$ cat src/design/hrl_pkg.sv
// Shared types, constants and control codes of the hex record loader.
package hrl_pkg;

   localparam int MAX_DATA_BYTES_DEF = 32;

   localparam logic [7:0] CHAR_COLON = 8'h3A;
   localparam logic [7:0] CHAR_NINE = 8'h39;
   localparam logic [7:0] CHAR_ZERO = 8'h30;
   localparam logic [7:0] CHAR_SEVEN = 8'h37;
   localparam logic [7:0] CHAR_LF = 8'h0A;
   localparam logic [7:0] CHAR_CR = 8'h0D;
   localparam logic [7:0] CHAR_NUL = 8'h00;

   localparam logic [7:0] REC_DATA = 8'h00;
   localparam logic [7:0] REC_EOF = 8'h01;
   localparam logic [7:0] REC_LAST_KNOWN = 8'h05;
   localparam logic [7:0] REC_FIRST_KNOWN = 8'h02;

   localparam logic [14:0] CONFIG_BASE = 15'h2000;
   localparam logic [8:0] POS_MAX = 9'd511;
   localparam logic [8:0] HEADER_PLUS_SUM = 9'd5;

   typedef enum logic [2:0] {
      STS_LINE_OK = 3'd0,
      STS_DONE = 3'd1,
      STS_NO_COLON = 3'd2,
      STS_BAD_COUNT = 3'd3,
      STS_BAD_SUM = 3'd4,
      STS_UNSUPPORTED = 3'd5,
      STS_UNKNOWN = 3'd6,
      STS_TOO_LONG = 3'd7
   } status_code_type;

   typedef enum logic [3:0] {
      ST_RUN,
      ST_CHECK,
      ST_RD_LO,
      ST_RD_HI,
      ST_RD_WAIT,
      ST_WORD,
      ST_OK,
      ST_FINAL,
      ST_EOS,
      ST_HALT
   } state_type;

   typedef struct packed {
      logic take_char;
      logic init_words;
      logic rd_step;
      logic latch_lo;
      logic latch_hi;
      logic load_word;
      logic load_status;
      status_code_type status;
      logic last;
      logic clear_line;
   } ctrl_cmd_type;

   typedef struct packed {
      logic line_active;
      logic data_ok;
      status_code_type fail_code;
      logic len_zero;
      logic rem_le2;
      logic out_free;
   } dp_stat_type;

endpackage

$ cat src/design/hrl_ram.sv
// Generic single-write, single-read RAM with registered read data.
module hrl_ram #(
   parameter int WIDTH = 8,
   parameter int DEPTH = 37
) (
   input  logic                     clock,
   input  logic                     wr_en,
   input  logic [$clog2(DEPTH)-1:0] wr_addr,
   input  logic [WIDTH-1:0]         wr_data,
   input  logic [$clog2(DEPTH)-1:0] rd_addr,
   output logic [WIDTH-1:0]         rd_data
);

   logic [WIDTH-1:0] mem_ff [DEPTH];

   always_ff @(posedge clock) begin
      if (wr_en) begin
         mem_ff[wr_addr] <= wr_data;
      end
      rd_data <= mem_ff[rd_addr];
   end

endmodule

$ cat src/design/hrl_ctrl.sv
// Controller state machine: character intake, line end checks and result sequencing.
module hrl_ctrl
   import hrl_pkg::*;
(
   input  logic         clock,
   input  logic         reset,
   input  logic         req_valid,
   output logic         req_stall,
   input  logic [7:0]   req_char_in,
   input  logic         req_stream_end,
   input  dp_stat_type  dp_stat,
   output ctrl_cmd_type cmd
);

   state_type state_ff, state_in;
   logic eos_ff, eos_in;
   logic accept;

   assign accept = req_valid && !req_stall;

   always_ff @(posedge clock) begin
      if (reset) begin
         state_ff <= ST_RUN;
         eos_ff <= 1'b0;
      end else begin
         state_ff <= state_in;
         eos_ff <= eos_in;
      end
   end

   always_comb begin
      state_in = state_ff;
      eos_in = eos_ff;
      case (state_ff)
         ST_RUN: begin
            if (accept) begin
               if (req_stream_end) begin
                  eos_in = 1'b1;
                  state_in = dp_stat.line_active ? ST_CHECK : ST_EOS;
               end else if (req_char_in == CHAR_LF) begin
                  state_in = ST_CHECK;
               end
            end
         end
         ST_CHECK: begin
            if (dp_stat.data_ok) begin
               state_in = dp_stat.len_zero ? ST_OK : ST_RD_LO;
            end else begin
               state_in = ST_FINAL;
            end
         end
         ST_RD_LO: state_in = ST_RD_HI;
         ST_RD_HI: state_in = ST_RD_WAIT;
         ST_RD_WAIT: state_in = ST_WORD;
         ST_WORD: begin
            if (dp_stat.out_free) begin
               state_in = dp_stat.rem_le2 ? ST_OK : ST_RD_LO;
            end
         end
         ST_OK: begin
            if (dp_stat.out_free) begin
               state_in = eos_ff ? ST_EOS : ST_RUN;
            end
         end
         ST_FINAL: begin
            if (dp_stat.out_free) begin
               state_in = ST_HALT;
            end
         end
         ST_EOS: begin
            if (dp_stat.out_free) begin
               state_in = ST_HALT;
            end
         end
         ST_HALT: state_in = ST_HALT;
         default: state_in = ST_HALT;
      endcase
   end

   always_comb begin
      req_stall = 1'b1;
      cmd = '0;
      cmd.status = STS_LINE_OK;
      case (state_ff)
         ST_RUN: begin
            req_stall = 1'b0;
            cmd.take_char = req_valid && !req_stream_end && (req_char_in != CHAR_LF);
         end
         ST_CHECK: cmd.init_words = dp_stat.data_ok;
         ST_RD_LO: cmd.rd_step = 1'b1;
         ST_RD_HI: begin
            cmd.latch_lo = 1'b1;
            cmd.rd_step = 1'b1;
         end
         ST_RD_WAIT: cmd.latch_hi = 1'b1;
         ST_WORD: cmd.load_word = dp_stat.out_free;
         ST_OK: begin
            cmd.load_status = dp_stat.out_free;
            cmd.status = STS_LINE_OK;
            cmd.last = !eos_ff;
            cmd.clear_line = dp_stat.out_free;
         end
         ST_FINAL: begin
            cmd.load_status = dp_stat.out_free;
            cmd.status = dp_stat.fail_code;
            cmd.last = 1'b1;
            cmd.clear_line = dp_stat.out_free;
         end
         ST_EOS: begin
            cmd.load_status = dp_stat.out_free;
            cmd.status = STS_TOO_LONG;
            cmd.last = 1'b1;
         end
         ST_HALT: req_stall = 1'b0;
         default: req_stall = 1'b0;
      endcase
   end

`ifndef NO_ASSERTIONS
   a_halt_silent: assert property (@(posedge clock) disable iff (reset)
      state_ff == ST_HALT |-> !cmd.load_word && !cmd.load_status)
      else $error("result produced after the block halted");

   a_load_free: assert property (@(posedge clock) disable iff (reset)
      (cmd.load_word || cmd.load_status) |-> dp_stat.out_free)
      else $error("result loaded while the output register is occupied");

   a_eos_sticky: assert property (@(posedge clock) disable iff (reset)
      eos_ff |=> eos_ff)
      else $error("stream end flag cleared");

   a_no_intake_busy: assert property (@(posedge clock) disable iff (reset)
      cmd.take_char |-> state_ff == ST_RUN)
      else $error("character taken outside the intake state");
`endif

endmodule

$ cat src/design/hrl_dp.sv
// Datapath: digit decoding, line byte store, running checksum and result register.
module hrl_dp
   import hrl_pkg::*;
#(
   parameter int MAX_DATA_BYTES = MAX_DATA_BYTES_DEF
) (
   input  logic         clock,
   input  logic         reset,
   input  logic [7:0]   req_char_in,
   input  ctrl_cmd_type cmd,
   output dp_stat_type  dp_stat,
   output logic         rsp_valid,
   input  logic         rsp_stall,
   output logic         rsp_item_kind,
   output logic         rsp_target_store,
   output logic [15:0]  rsp_word_address,
   output logic [15:0]  rsp_word_value,
   output logic [2:0]   rsp_status_code,
   output logic         rsp_last_of_run
);

   localparam int LINE_DEPTH = MAX_DATA_BYTES + 5;
   localparam int CNT_W = $clog2(LINE_DEPTH + 1);
   localparam int ADDR_W = $clog2(LINE_DEPTH);

   logic colon_ff, colon_in;
   logic stopped_ff, stopped_in;
   logic ovf_ff, ovf_in;
   logic pending_ff, pending_in;
   logic [8:0] pos_ff, pos_in;
   logic [CNT_W-1:0] cnt_ff, cnt_in;
   logic [3:0] hi_nib_ff, hi_nib_in;
   logic [7:0] sum_ff, sum_in;
   logic [7:0] len_ff, len_in;
   logic [7:0] ahi_ff, ahi_in;
   logic [7:0] alo_ff, alo_in;
   logic [7:0] type_ff, type_in;
   logic [7:0] rem_ff, rem_in;
   logic [ADDR_W-1:0] rd_ptr_ff, rd_ptr_in;
   logic [7:0] lo_ff, lo_in;
   logic [7:0] hi_ff, hi_in;
   logic [15:0] waddr_ff, waddr_in;
   logic store_ff, store_in;

   logic rsp_valid_ff, rsp_valid_in;
   logic kind_ff, kind_in;
   logic tstore_ff, tstore_in;
   logic [15:0] oaddr_ff, oaddr_in;
   logic [15:0] oval_ff, oval_in;
   logic [2:0] code_ff, code_in;
   logic olast_ff, olast_in;

   logic [7:0] nib;
   logic [7:0] byte_val;
   logic wr_en;
   logic [7:0] rd_data;
   logic [14:0] base;
   logic count_ok;

   assign nib = (req_char_in <= CHAR_NINE) ? (req_char_in - CHAR_ZERO)
                                            : (req_char_in - CHAR_SEVEN);
   assign byte_val = {hi_nib_ff, 4'h0} + nib;
   assign base = {ahi_ff, alo_ff[7:1]};
   assign count_ok = (cnt_ff != '0) && (9'(cnt_ff) == (9'(len_ff) + HEADER_PLUS_SUM));

   hrl_ram #(
      .WIDTH(8),
      .DEPTH(LINE_DEPTH)
   ) u_line_ram (
      .clock   (clock),
      .wr_en   (wr_en),
      .wr_addr (cnt_ff[ADDR_W-1:0]),
      .wr_data (byte_val),
      .rd_addr (rd_ptr_ff),
      .rd_data (rd_data)
   );

   always_comb begin
      dp_stat.line_active = (pos_ff != '0);
      dp_stat.len_zero = (len_ff == 8'h00);
      dp_stat.rem_le2 = (rem_ff <= 8'd2);
      dp_stat.out_free = !rsp_valid_ff || !rsp_stall;
      dp_stat.data_ok = 1'b0;
      if (!colon_ff) begin
         dp_stat.fail_code = STS_NO_COLON;
      end else if (ovf_ff) begin
         dp_stat.fail_code = STS_TOO_LONG;
      end else if (!count_ok) begin
         dp_stat.fail_code = STS_BAD_COUNT;
      end else if (sum_ff != 8'h00) begin
         dp_stat.fail_code = STS_BAD_SUM;
      end else if (type_ff == REC_DATA) begin
         dp_stat.fail_code = STS_LINE_OK;
         dp_stat.data_ok = 1'b1;
      end else if (type_ff == REC_EOF) begin
         dp_stat.fail_code = STS_DONE;
      end else if (type_ff >= REC_FIRST_KNOWN && type_ff <= REC_LAST_KNOWN) begin
         dp_stat.fail_code = STS_UNSUPPORTED;
      end else begin
         dp_stat.fail_code = STS_UNKNOWN;
      end
   end

   always_comb begin
      colon_in = colon_ff;
      stopped_in = stopped_ff;
      ovf_in = ovf_ff;
      pending_in = pending_ff;
      pos_in = pos_ff;
      cnt_in = cnt_ff;
      hi_nib_in = hi_nib_ff;
      sum_in = sum_ff;
      len_in = len_ff;
      ahi_in = ahi_ff;
      alo_in = alo_ff;
      type_in = type_ff;
      wr_en = 1'b0;
      if (cmd.clear_line) begin
         colon_in = 1'b0;
         stopped_in = 1'b0;
         ovf_in = 1'b0;
         pending_in = 1'b0;
         pos_in = '0;
         cnt_in = '0;
         sum_in = 8'h00;
      end else if (cmd.take_char) begin
         if (pos_ff == '0) begin
            colon_in = (req_char_in == CHAR_COLON);
            pos_in = 9'd1;
         end else begin
            if (pos_ff != POS_MAX) begin
               pos_in = pos_ff + 9'd1;
            end
            if (!stopped_ff) begin
               if (req_char_in == CHAR_CR || req_char_in == CHAR_NUL) begin
                  stopped_in = 1'b1;
               end else if (!ovf_ff) begin
                  if (!pending_ff) begin
                     if (cnt_ff >= CNT_W'(LINE_DEPTH)) begin
                        ovf_in = 1'b1;
                     end else begin
                        hi_nib_in = nib[3:0];
                        pending_in = 1'b1;
                     end
                  end else begin
                     wr_en = 1'b1;
                     sum_in = sum_ff + byte_val;
                     cnt_in = cnt_ff + CNT_W'(1);
                     pending_in = 1'b0;
                     if (cnt_ff == CNT_W'(0)) begin
                        len_in = byte_val;
                     end
                     if (cnt_ff == CNT_W'(1)) begin
                        ahi_in = byte_val;
                     end
                     if (cnt_ff == CNT_W'(2)) begin
                        alo_in = byte_val;
                     end
                     if (cnt_ff == CNT_W'(3)) begin
                        type_in = byte_val;
                     end
                  end
               end
            end
         end
      end
   end

   always_comb begin
      rem_in = rem_ff;
      rd_ptr_in = rd_ptr_ff;
      lo_in = lo_ff;
      hi_in = hi_ff;
      waddr_in = waddr_ff;
      store_in = store_ff;
      if (cmd.init_words) begin
         rem_in = len_ff;
         rd_ptr_in = ADDR_W'(4);
         store_in = (base >= CONFIG_BASE);
         waddr_in = (base >= CONFIG_BASE) ? ({1'b0, base} - {1'b0, CONFIG_BASE})
                                          : {1'b0, base};
      end
      if (cmd.rd_step) begin
         rd_ptr_in = rd_ptr_ff + ADDR_W'(1);
      end
      if (cmd.latch_lo) begin
         lo_in = rd_data;
      end
      if (cmd.latch_hi) begin
         hi_in = (rem_ff >= 8'd2) ? rd_data : 8'h00;
      end
      if (cmd.load_word) begin
         waddr_in = waddr_ff + 16'd1;
         rem_in = (rem_ff <= 8'd2) ? 8'h00 : (rem_ff - 8'd2);
      end
   end

   always_comb begin
      rsp_valid_in = rsp_valid_ff && rsp_stall;
      kind_in = kind_ff;
      tstore_in = tstore_ff;
      oaddr_in = oaddr_ff;
      oval_in = oval_ff;
      code_in = code_ff;
      olast_in = olast_ff;
      if (cmd.load_word) begin
         rsp_valid_in = 1'b1;
         kind_in = 1'b0;
         tstore_in = store_ff;
         oaddr_in = waddr_ff;
         oval_in = {hi_ff, lo_ff};
         code_in = STS_LINE_OK;
         olast_in = 1'b0;
      end else if (cmd.load_status) begin
         rsp_valid_in = 1'b1;
         kind_in = 1'b1;
         tstore_in = 1'b0;
         oaddr_in = 16'h0000;
         oval_in = 16'h0000;
         code_in = cmd.status;
         olast_in = cmd.last;
      end
   end

   always_ff @(posedge clock) begin
      if (reset) begin
         colon_ff <= 1'b0;
         stopped_ff <= 1'b0;
         ovf_ff <= 1'b0;
         pending_ff <= 1'b0;
         pos_ff <= '0;
         cnt_ff <= '0;
         sum_ff <= 8'h00;
         rsp_valid_ff <= 1'b0;
      end else begin
         colon_ff <= colon_in;
         stopped_ff <= stopped_in;
         ovf_ff <= ovf_in;
         pending_ff <= pending_in;
         pos_ff <= pos_in;
         cnt_ff <= cnt_in;
         sum_ff <= sum_in;
         rsp_valid_ff <= rsp_valid_in;
      end
   end

   always_ff @(posedge clock) begin
      hi_nib_ff <= hi_nib_in;
      len_ff <= len_in;
      ahi_ff <= ahi_in;
      alo_ff <= alo_in;
      type_ff <= type_in;
      rem_ff <= rem_in;
      rd_ptr_ff <= rd_ptr_in;
      lo_ff <= lo_in;
      hi_ff <= hi_in;
      waddr_ff <= waddr_in;
      store_ff <= store_in;
      kind_ff <= kind_in;
      tstore_ff <= tstore_in;
      oaddr_ff <= oaddr_in;
      oval_ff <= oval_in;
      code_ff <= code_in;
      olast_ff <= olast_in;
   end

   assign rsp_valid = rsp_valid_ff;
   assign rsp_item_kind = kind_ff;
   assign rsp_target_store = tstore_ff;
   assign rsp_word_address = oaddr_ff;
   assign rsp_word_value = oval_ff;
   assign rsp_status_code = code_ff;
   assign rsp_last_of_run = olast_ff;

endmodule

$ cat src/design/hex_record_loader_unit.sv
// Top level of the hex record loader: controller and datapath.
//
//   Channel  Direction  Handshake          Payload
//   req      in         req_valid/stall    char_in, stream_end
//   rsp      out        rsp_valid/stall    item_kind, target_store, word_address,
//                                          word_value, status_code, last_of_run
//
// An ordinary character is taken in the intake state, and the next one can follow at
// once. A line feed passes a check state and a status state; a data record adds the
// states RD_LO, RD_HI, RD_WAIT and WORD per word, set by two registered RAM reads.
// Reset clears line flags, counters, checksum and output valid; the line RAM is not
// cleared. A stall on rsp holds the result in the output register and pauses the
// sequence. After a final status the block keeps taking items and produces nothing.
module hex_record_loader_unit
   import hrl_pkg::*;
#(
   parameter int MAX_DATA_BYTES = MAX_DATA_BYTES_DEF
) (
   input  logic        clock,
   input  logic        reset,
   input  logic        req_valid,
   output logic        req_stall,
   input  logic [7:0]  req_char_in,
   input  logic        req_stream_end,
   output logic        rsp_valid,
   input  logic        rsp_stall,
   output logic        rsp_item_kind,
   output logic        rsp_target_store,
   output logic [15:0] rsp_word_address,
   output logic [15:0] rsp_word_value,
   output logic [2:0]  rsp_status_code,
   output logic        rsp_last_of_run
);

   ctrl_cmd_type cmd;
   dp_stat_type dp_stat;

   hrl_ctrl u_ctrl (
      .clock          (clock),
      .reset          (reset),
      .req_valid      (req_valid),
      .req_stall      (req_stall),
      .req_char_in    (req_char_in),
      .req_stream_end (req_stream_end),
      .dp_stat        (dp_stat),
      .cmd            (cmd)
   );

   hrl_dp #(
      .MAX_DATA_BYTES(MAX_DATA_BYTES)
   ) u_dp (
      .clock            (clock),
      .reset            (reset),
      .req_char_in      (req_char_in),
      .cmd              (cmd),
      .dp_stat          (dp_stat),
      .rsp_valid        (rsp_valid),
      .rsp_stall        (rsp_stall),
      .rsp_item_kind    (rsp_item_kind),
      .rsp_target_store (rsp_target_store),
      .rsp_word_address (rsp_word_address),
      .rsp_word_value   (rsp_word_value),
      .rsp_status_code  (rsp_status_code),
      .rsp_last_of_run  (rsp_last_of_run)
   );

endmodule
$ cat config.mk
export PLATFORM = sky130hd
export DESIGN_NAME = hex_record_loader_unit
export DESIGN_NICKNAME = d
export VERILOG_FILES = /design/src/design/hrl_pkg.sv /design/src/design/hrl_ram.sv /design/src/design/hrl_ctrl.sv /design/src/design/hrl_dp.sv /design/src/design/hex_record_loader_unit.sv
export SDC_FILE = /design/constraint.sdc
export NUM_CORES = 1
export LEC_CHECK = 0
export ABC_AREA = 1
export ABC_CLOCK_PERIOD_IN_PS = 7300
export BUFFER_PORTS_ARGS = -buffer_cell sky130_fd_sc_hd__buf_2
export CELL_PAD_IN_SITES_DETAIL_PLACEMENT = 0
export CELL_PAD_IN_SITES_GLOBAL_PLACEMENT = 2
export CORE_MARGIN = 5
export CORE_UTILIZATION = 35
export CTS_CLUSTER_SIZE = 30
export DETAILED_ROUTE_END_ITERATION = 12
export MAX_ROUTING_LAYER = met4
export PLACE_DENSITY = 0.71
export SYNTH_ARGS = -nofsm -noshare
export SYNTH_HDL_FRONTEND = slang
export SYNTH_SLANG_ARGS = --single-unit
$ cat constraint.sdc
create_clock -name clock -period 7.3 [get_ports clock]
set_input_delay 2.19 -clock clock [delete_from_list [all_inputs] [get_ports clock]]
set_output_delay 2.19 -clock clock [all_outputs]
set_load 0.005 [all_outputs]
-- After elaboration in Yosys (flattened, before gate mapping)
Memory sizes are Yosys's and may differ from the RTL's. A register that Yosys moved wholly into a read port is not among the register bits.
Cells that the tools add are included.
- add/subtract/negate cells: 11
- order comparisons: 7
- eq/ne operators: 23
- muxes and demuxes: 67
- bitwise operators: 7
- reduce and logical (&&, ||, !) cells: 44
- operators by type and width (cell ; count):
    two-way mux 16 bit ; 6
    AND reduction 8 bit ; 5
    two-way mux 4 bit ; 9
    two-way mux 1 bit ; 33
    two-way mux 8 bit ; 4
    one-hot mux 4 bit (8 select lines) ; 1
    logical NOT 8 bit ; 3
    two-way mux 3 bit ; 8
    two-way mux 9 bit ; 2
    adder 16 x 1 -> 16 bit (second input constant) ; 1
    adder 8 bit ; 2
    equality test 4 x 3 -> 1 bit (second input constant) ; 4
    equality test 8 x 4 -> 1 bit (second input constant) ; 2
    >= comparator 8 x 2 -> 1 bit (second input constant) ; 2
    subtractor 15 x 14 -> 16 bit (second input constant) ; 1
    subtractor 8 x 6 -> 8 bit (second input constant) ; 2
    >= comparator 15 x 14 -> 1 bit (second input constant) ; 1
    one-hot mux 5 bit (3 select lines) ; 1
    adder 6 x 1 -> 6 bit (second input constant) ; 2
    equality test 6 x 2 -> 1 bit (second input constant) ; 2
    two-way mux 6 bit ; 2
    AND reduction 5 bit ; 2
    adder 8 x 3 -> 9 bit (second input constant) ; 1
    adder 9 x 1 -> 9 bit (second input constant) ; 1
    34 further kinds ; 62
- bits in registers: 154
- bits in writable memories: 296
- output and inout port bits: 40
- logic and storage cells: 187
- memories kept: 1
- memories (name ; depth ; bits a word ; rd ports ; clocked after memory_dff ; wr ports ; RTL line ; text):
    u_dp.u_line_ram.mem_ff ; 37 ; 8 ; 1 ; 1 ; 1 ; hrl_ram.sv:14 ; logic [WIDTH-1:0] mem_ff [DEPTH];

-- Longest topological paths before layout
- depth in word-level cells: 12
- depth in mapped cells: 22
- depth with buffers taken out: 21

-- Cells and area by module
From an unflattened synthesis, not the netlist that was laid out.
- cells, all modules: 1876
- area total of the unflattened synthesis: 20064.2 um^2
- by module, submodules not included (module ; times used ; cells an instance ; area each (um^2) ; sequential area each (um^2)):
    hrl_ram ; 1 ; 1022 ; 12221.7 ; 9048.7
    hrl_dp ; 1 ; 747 ; 7253.2 ; 4113.9
    hrl_ctrl ; 1 ; 107 ; 589.3 ; 100.1

-- Least setup slack after synthesis
No wires, ideal clock.
- kind: input-to-reg
- start point: input port req_char_in[0]
- end point: register u_dp.sum_ff[7]
- setup time: 113 ps
- arrival: 6094 ps
- required time: 7187 ps
- path slack: 1093 ps
- stages on the path: 20
- cells stage by stage: inv_1 ha_1 nand2_1 nand4_1 nand2_1 nand2_1 xor2_1 ha_1 inv_1 fa_1 xnor2_1 ha_1 a21oi_1 o21ai_0 a21oi_1 inv_1 nand3_1 nand3_1 nor2_1 nor2_1
- word-level cells in the longest chain between the ends: 4
- elaborated cells on any way between the ends: 14
- RTL lines (what ; RTL line ; text):
    start, declared ; hex_record_loader_unit.sv:23 ; input logic [7:0] req_char_in,
    subtractor 8 x 6 -> 8 bit, or another cell as far along ; hrl_dp.sv:61 ; : (req_char_in - CHAR_SEVEN);
    two-way mux 8 bit (*) ; hrl_dp.sv:60 ; assign nib = (req_char_in <= CHAR_NINE) ? (req_char_in - CHAR_ZERO)
    adder 8 bit (*) ; hrl_dp.sv:62 ; assign byte_val = {hi_nib_ff, 4'h0} + nib;
    via u_dp.byte_val[6] ; hrl_dp.sv:54 ; logic [7:0] byte_val;
    adder 8 bit (*) ; hrl_dp.sv:147 ; sum_in = sum_ff + byte_val;
    end signal, assigned ; hrl_dp.sv:242 ; sum_ff <= sum_in;
    end, declared ; hrl_dp.sv:33 ; logic [7:0] sum_ff, sum_in;
Mark *: on every way through the listed nets, which the timed path passes. The rest lies on a longest branch.
A chain may end at the register's enable or synchronous reset.

-- Final worst setup path
Ends and elaborated chain as after synthesis.

==> key figures <==
Timing
  – Final setup violation count: 0
  – Final hold violations: 0
  – Final setup margin: 2.23 ns
  – Maximum clock rate: 197 MHz
  – Slew Viols, Final: 0
  – Setup TNS Final: 0 ns
  – Min Hold Slack: 0.429 ns
  – Worst slew pin tran: 1.01 ns
  – Worst Skew: 0.0220 ns
  – Final min period: 5.07 ns
  – Slew HR: 32.5%
  – Unrepaired setup endpoints after global routing: false
  – Period utilization: 69.5%

Synthesis
  – Number of flops mapped to enable cells by yosys: 411
  – Complex-gate fraction of the synthesized area: 9.39%
  – Synth cell types: 49
  – FFs w/ async S/R, synth: 0%
  – Share of synthesized cell area in full adder, half adder and majority cells: 2.12%
  – Simple-gate share of the synthesized area: 14.5%
  – Post-Syn Nets: 1752
  – Xor/xnor share of the synthesized area: 1.07%
  – Seq/Total Area, Yosys: 67.6%
  – Proportion of synthesized area in mux cells: 0.969%
  – Syn Inst Count: 1707
  – Largest family of logic cells by synthesized area: simple AND/OR/NAND/NOR gates
  – Avg Cell Area, Syn: 11.5 sq um
  – Mapped cell area: 19600 sq um
  – Yosys reg bits: 457
  – Main synth FF type: edfxtp_1
  – Yosys warns: 0

Final layout
  – Most frequent cells in the layout: edfxtp_1, nor2_1, nand2_1
  – Commonest non-fill, non-tap cell in the layout: edfxtp_1
  – Multi-input logic area: 5560 sq um
  – Area Overhead vs Synth: 14.4%
  – Fill cells: 5326
  – Nets: 1809
  – Reg area: 13300 sq um
  – Ratio of cells with drive above 1 in the final layout: 10.8%
  – Final core occ: 40.6%

GRT
  – Vias in the first global route: 12400
  – Gr usage total: 16.3%
  – Initial antenna violation count: 0
  – Total overflow reported by the global router: 0
  – First-pass GRT wire length: 74600 microns
  – Largest net degree at the start of global routing: 87

Routing
  – Antenna viol nets, final: 0
  – DR vias/cell: 5.01
  – DRC: 0
  – Via Count: 12800
  – 1st-iter DRT viols: 987
  – Pre-antenna DRT Iters: 5
  – WL final: 48300 microns
  – Post-DR wirelength/cell: 18.9 microns

Worst setup path
  – Critical path class: in -> reg
  – Worst path cell trace: buf_2 > inv_1 > ha_1 > nand2_1 > nand4_1 > nand2_1 > nand2_1 > xor2_1 > ha_1 > inv_1 > fa_1 > xnor2_2 > ha_1 > a21oi_1 > o21ai_0 > a21oi_1 > inv_1 > nand3_1 > nand3_1 > nand2_1 > nand2_1 > nor2_1
  – Required time of the critical path: 7.82 ns
  – CP Launch Type: input port
  – CP max stage cell: fa_1
  – CP arrival: 5.59 ns
  – Slowest cell delay on critical path: 0.43 ns
  – Crit path capture type: register
  – Worst Path Max Fanout: 8
  – Cell mode on critical path: nand2_1

Die
  – IO Count: 53
  – Die width: 247 microns
  – Core area: 55300 sq um
  – Starting density of the core: 35.5%
  – DIE HEIGHT: 247 microns
  – # rows: 86
  – Die area: 60900 sq um

Hold path
  – Hold Path Class: reg -> reg

Clock tree
  – H-tree Lvls: 2
  – Clock Sinks: 457
  – Clock Tree Buf Depth: 3
  – TritonCTS buffer count: 50
  – Worst-skew pair later-pin latency: 0.59 ns
  – Post-CTS setup buffer count: 0
  – Clock transition at the registers of the reported paths: 0.06 ns
  – Cts-stage hold buffer count: 0
  – CTS tree: yes
  – Post_cts resized: 0
  – CTS root buf: clkbuf_16

Power and ir drop
  – Worst VDD drop: 0.168 mV
  – Power Density: 317 nW/um^2
  – Pleak: 0.00793 uW

Placement
  – Post-Place Worst Slack: 1.60 ns
  – Final HPWL DP: 30300 microns
  – PortBufs: 52
  – Gpl congestion: 0.790

Job
  – Max cap viols: 0

Run status
  – Status: completed
final timing paths:
path                                   start                          to  slack [ns]  depth (start not counted)
setup reg to reg           u_dp.rd_ptr_ff[0]  u_dp.u_line_ram.rd_data[0]        3.93                          8
setup / recovery              req_char_in[0]              u_dp.sum_ff[7]        2.23                         22
hold reg to reg   u_dp.u_line_ram.rd_data[1]               u_dp.lo_ff[1]        0.43                          0
hold / removal    u_dp.u_line_ram.rd_data[1]               u_dp.lo_ff[1]        0.43                          0
through the flow:
| stage | area [sq um] | instances | total power, uW |
|---|---|---|---|
| 6_report | 22400 | 2552 | 7110 |
| 5_1_grt | 22400 | 2551 | 7470 |
| 4_1_cts | 22400 | 2551 | 7200 |
| 3_5_place_dp | 20700 | 2460 | 4570 |
| 3_3_place_gp | 20700 | 2460 | 4560 |
| 2_1_floorplan | 19600 | 1707 | 4080 |
cells by family (layout without fill, tap and decap cells):
logic type / Yosys count / in the layout
other: 0 / 1
xor gates and xnor gates: 24 / 24
buffers and inverters: 216 / 312
adders and majority gates: 32 / 32
muxes: 19 / 19
and+or+nand+nor: 652 / 652
AOI/OAI and AO/OA: 307 / 307
DFF: 457 / 457
critical path: cells and delay by family:
kind	cells	cell delay [ns]
simple gates	9	1.11
compound gates	3	0.41
buf+inv	4	0.40
fa+ha+maj	4	1.15
xor+xnor	2	0.35
cell usage after synthesis (all sizes together) (25+ instances only):
library cell	instances	area [sq um]
edfxtp	411	12300
clkbuf	38	143
nand3	100	558
inv	144	546
a21oi	58	290
buf	31	159
dfxtp	46	921
ha	30	375
nand2	169	654
nor2	331	1280
o21ai	144	724
nor3	25	164
o32ai	36	315
registers in the layout (all words and copies together), names as in the netlist, 9 cells and up:
name,cells
u_dp.u_line_ram.mem_ff,296
u_dp.rsp_word_address,16
u_dp.rsp_word_value,16
u_dp.waddr_ff,16
u_dp.pos_ff,9
area by class of cell:
class	instances	area share, %
Inverter	147	2.49
Sequential cell	457	59.1
Antenna cell	1	0.0111
Timing Repair Buffer	74	1.90
Multi-Input combinational cell	1034	24.8
Clock inverter	27	1.52
Tap cell	748	4.17
Clock buffer	64	6.04
per-layer routing:
layer | track usage, % | wire, microns | vias up
met1 | 22.9 | 23000 | 6298
li1 | - | - | 6181
met2 | 25.1 | 22100 | 241
met4 | 3.92 | 886 | 0
met3 | 2.60 | 2270 | 60
met5 | - | 0 | -
power breakdown:
part | total (uW) | switching [uW] | internal [uW]
clock network | 2610 | 1040 | 1570
logic | 1330 | 961 | 372
registers | 3170 | 63.3 | 3110
total | 7110 | 2070 | 5040
Note: power is estimated with default switching activity, not from simulation.
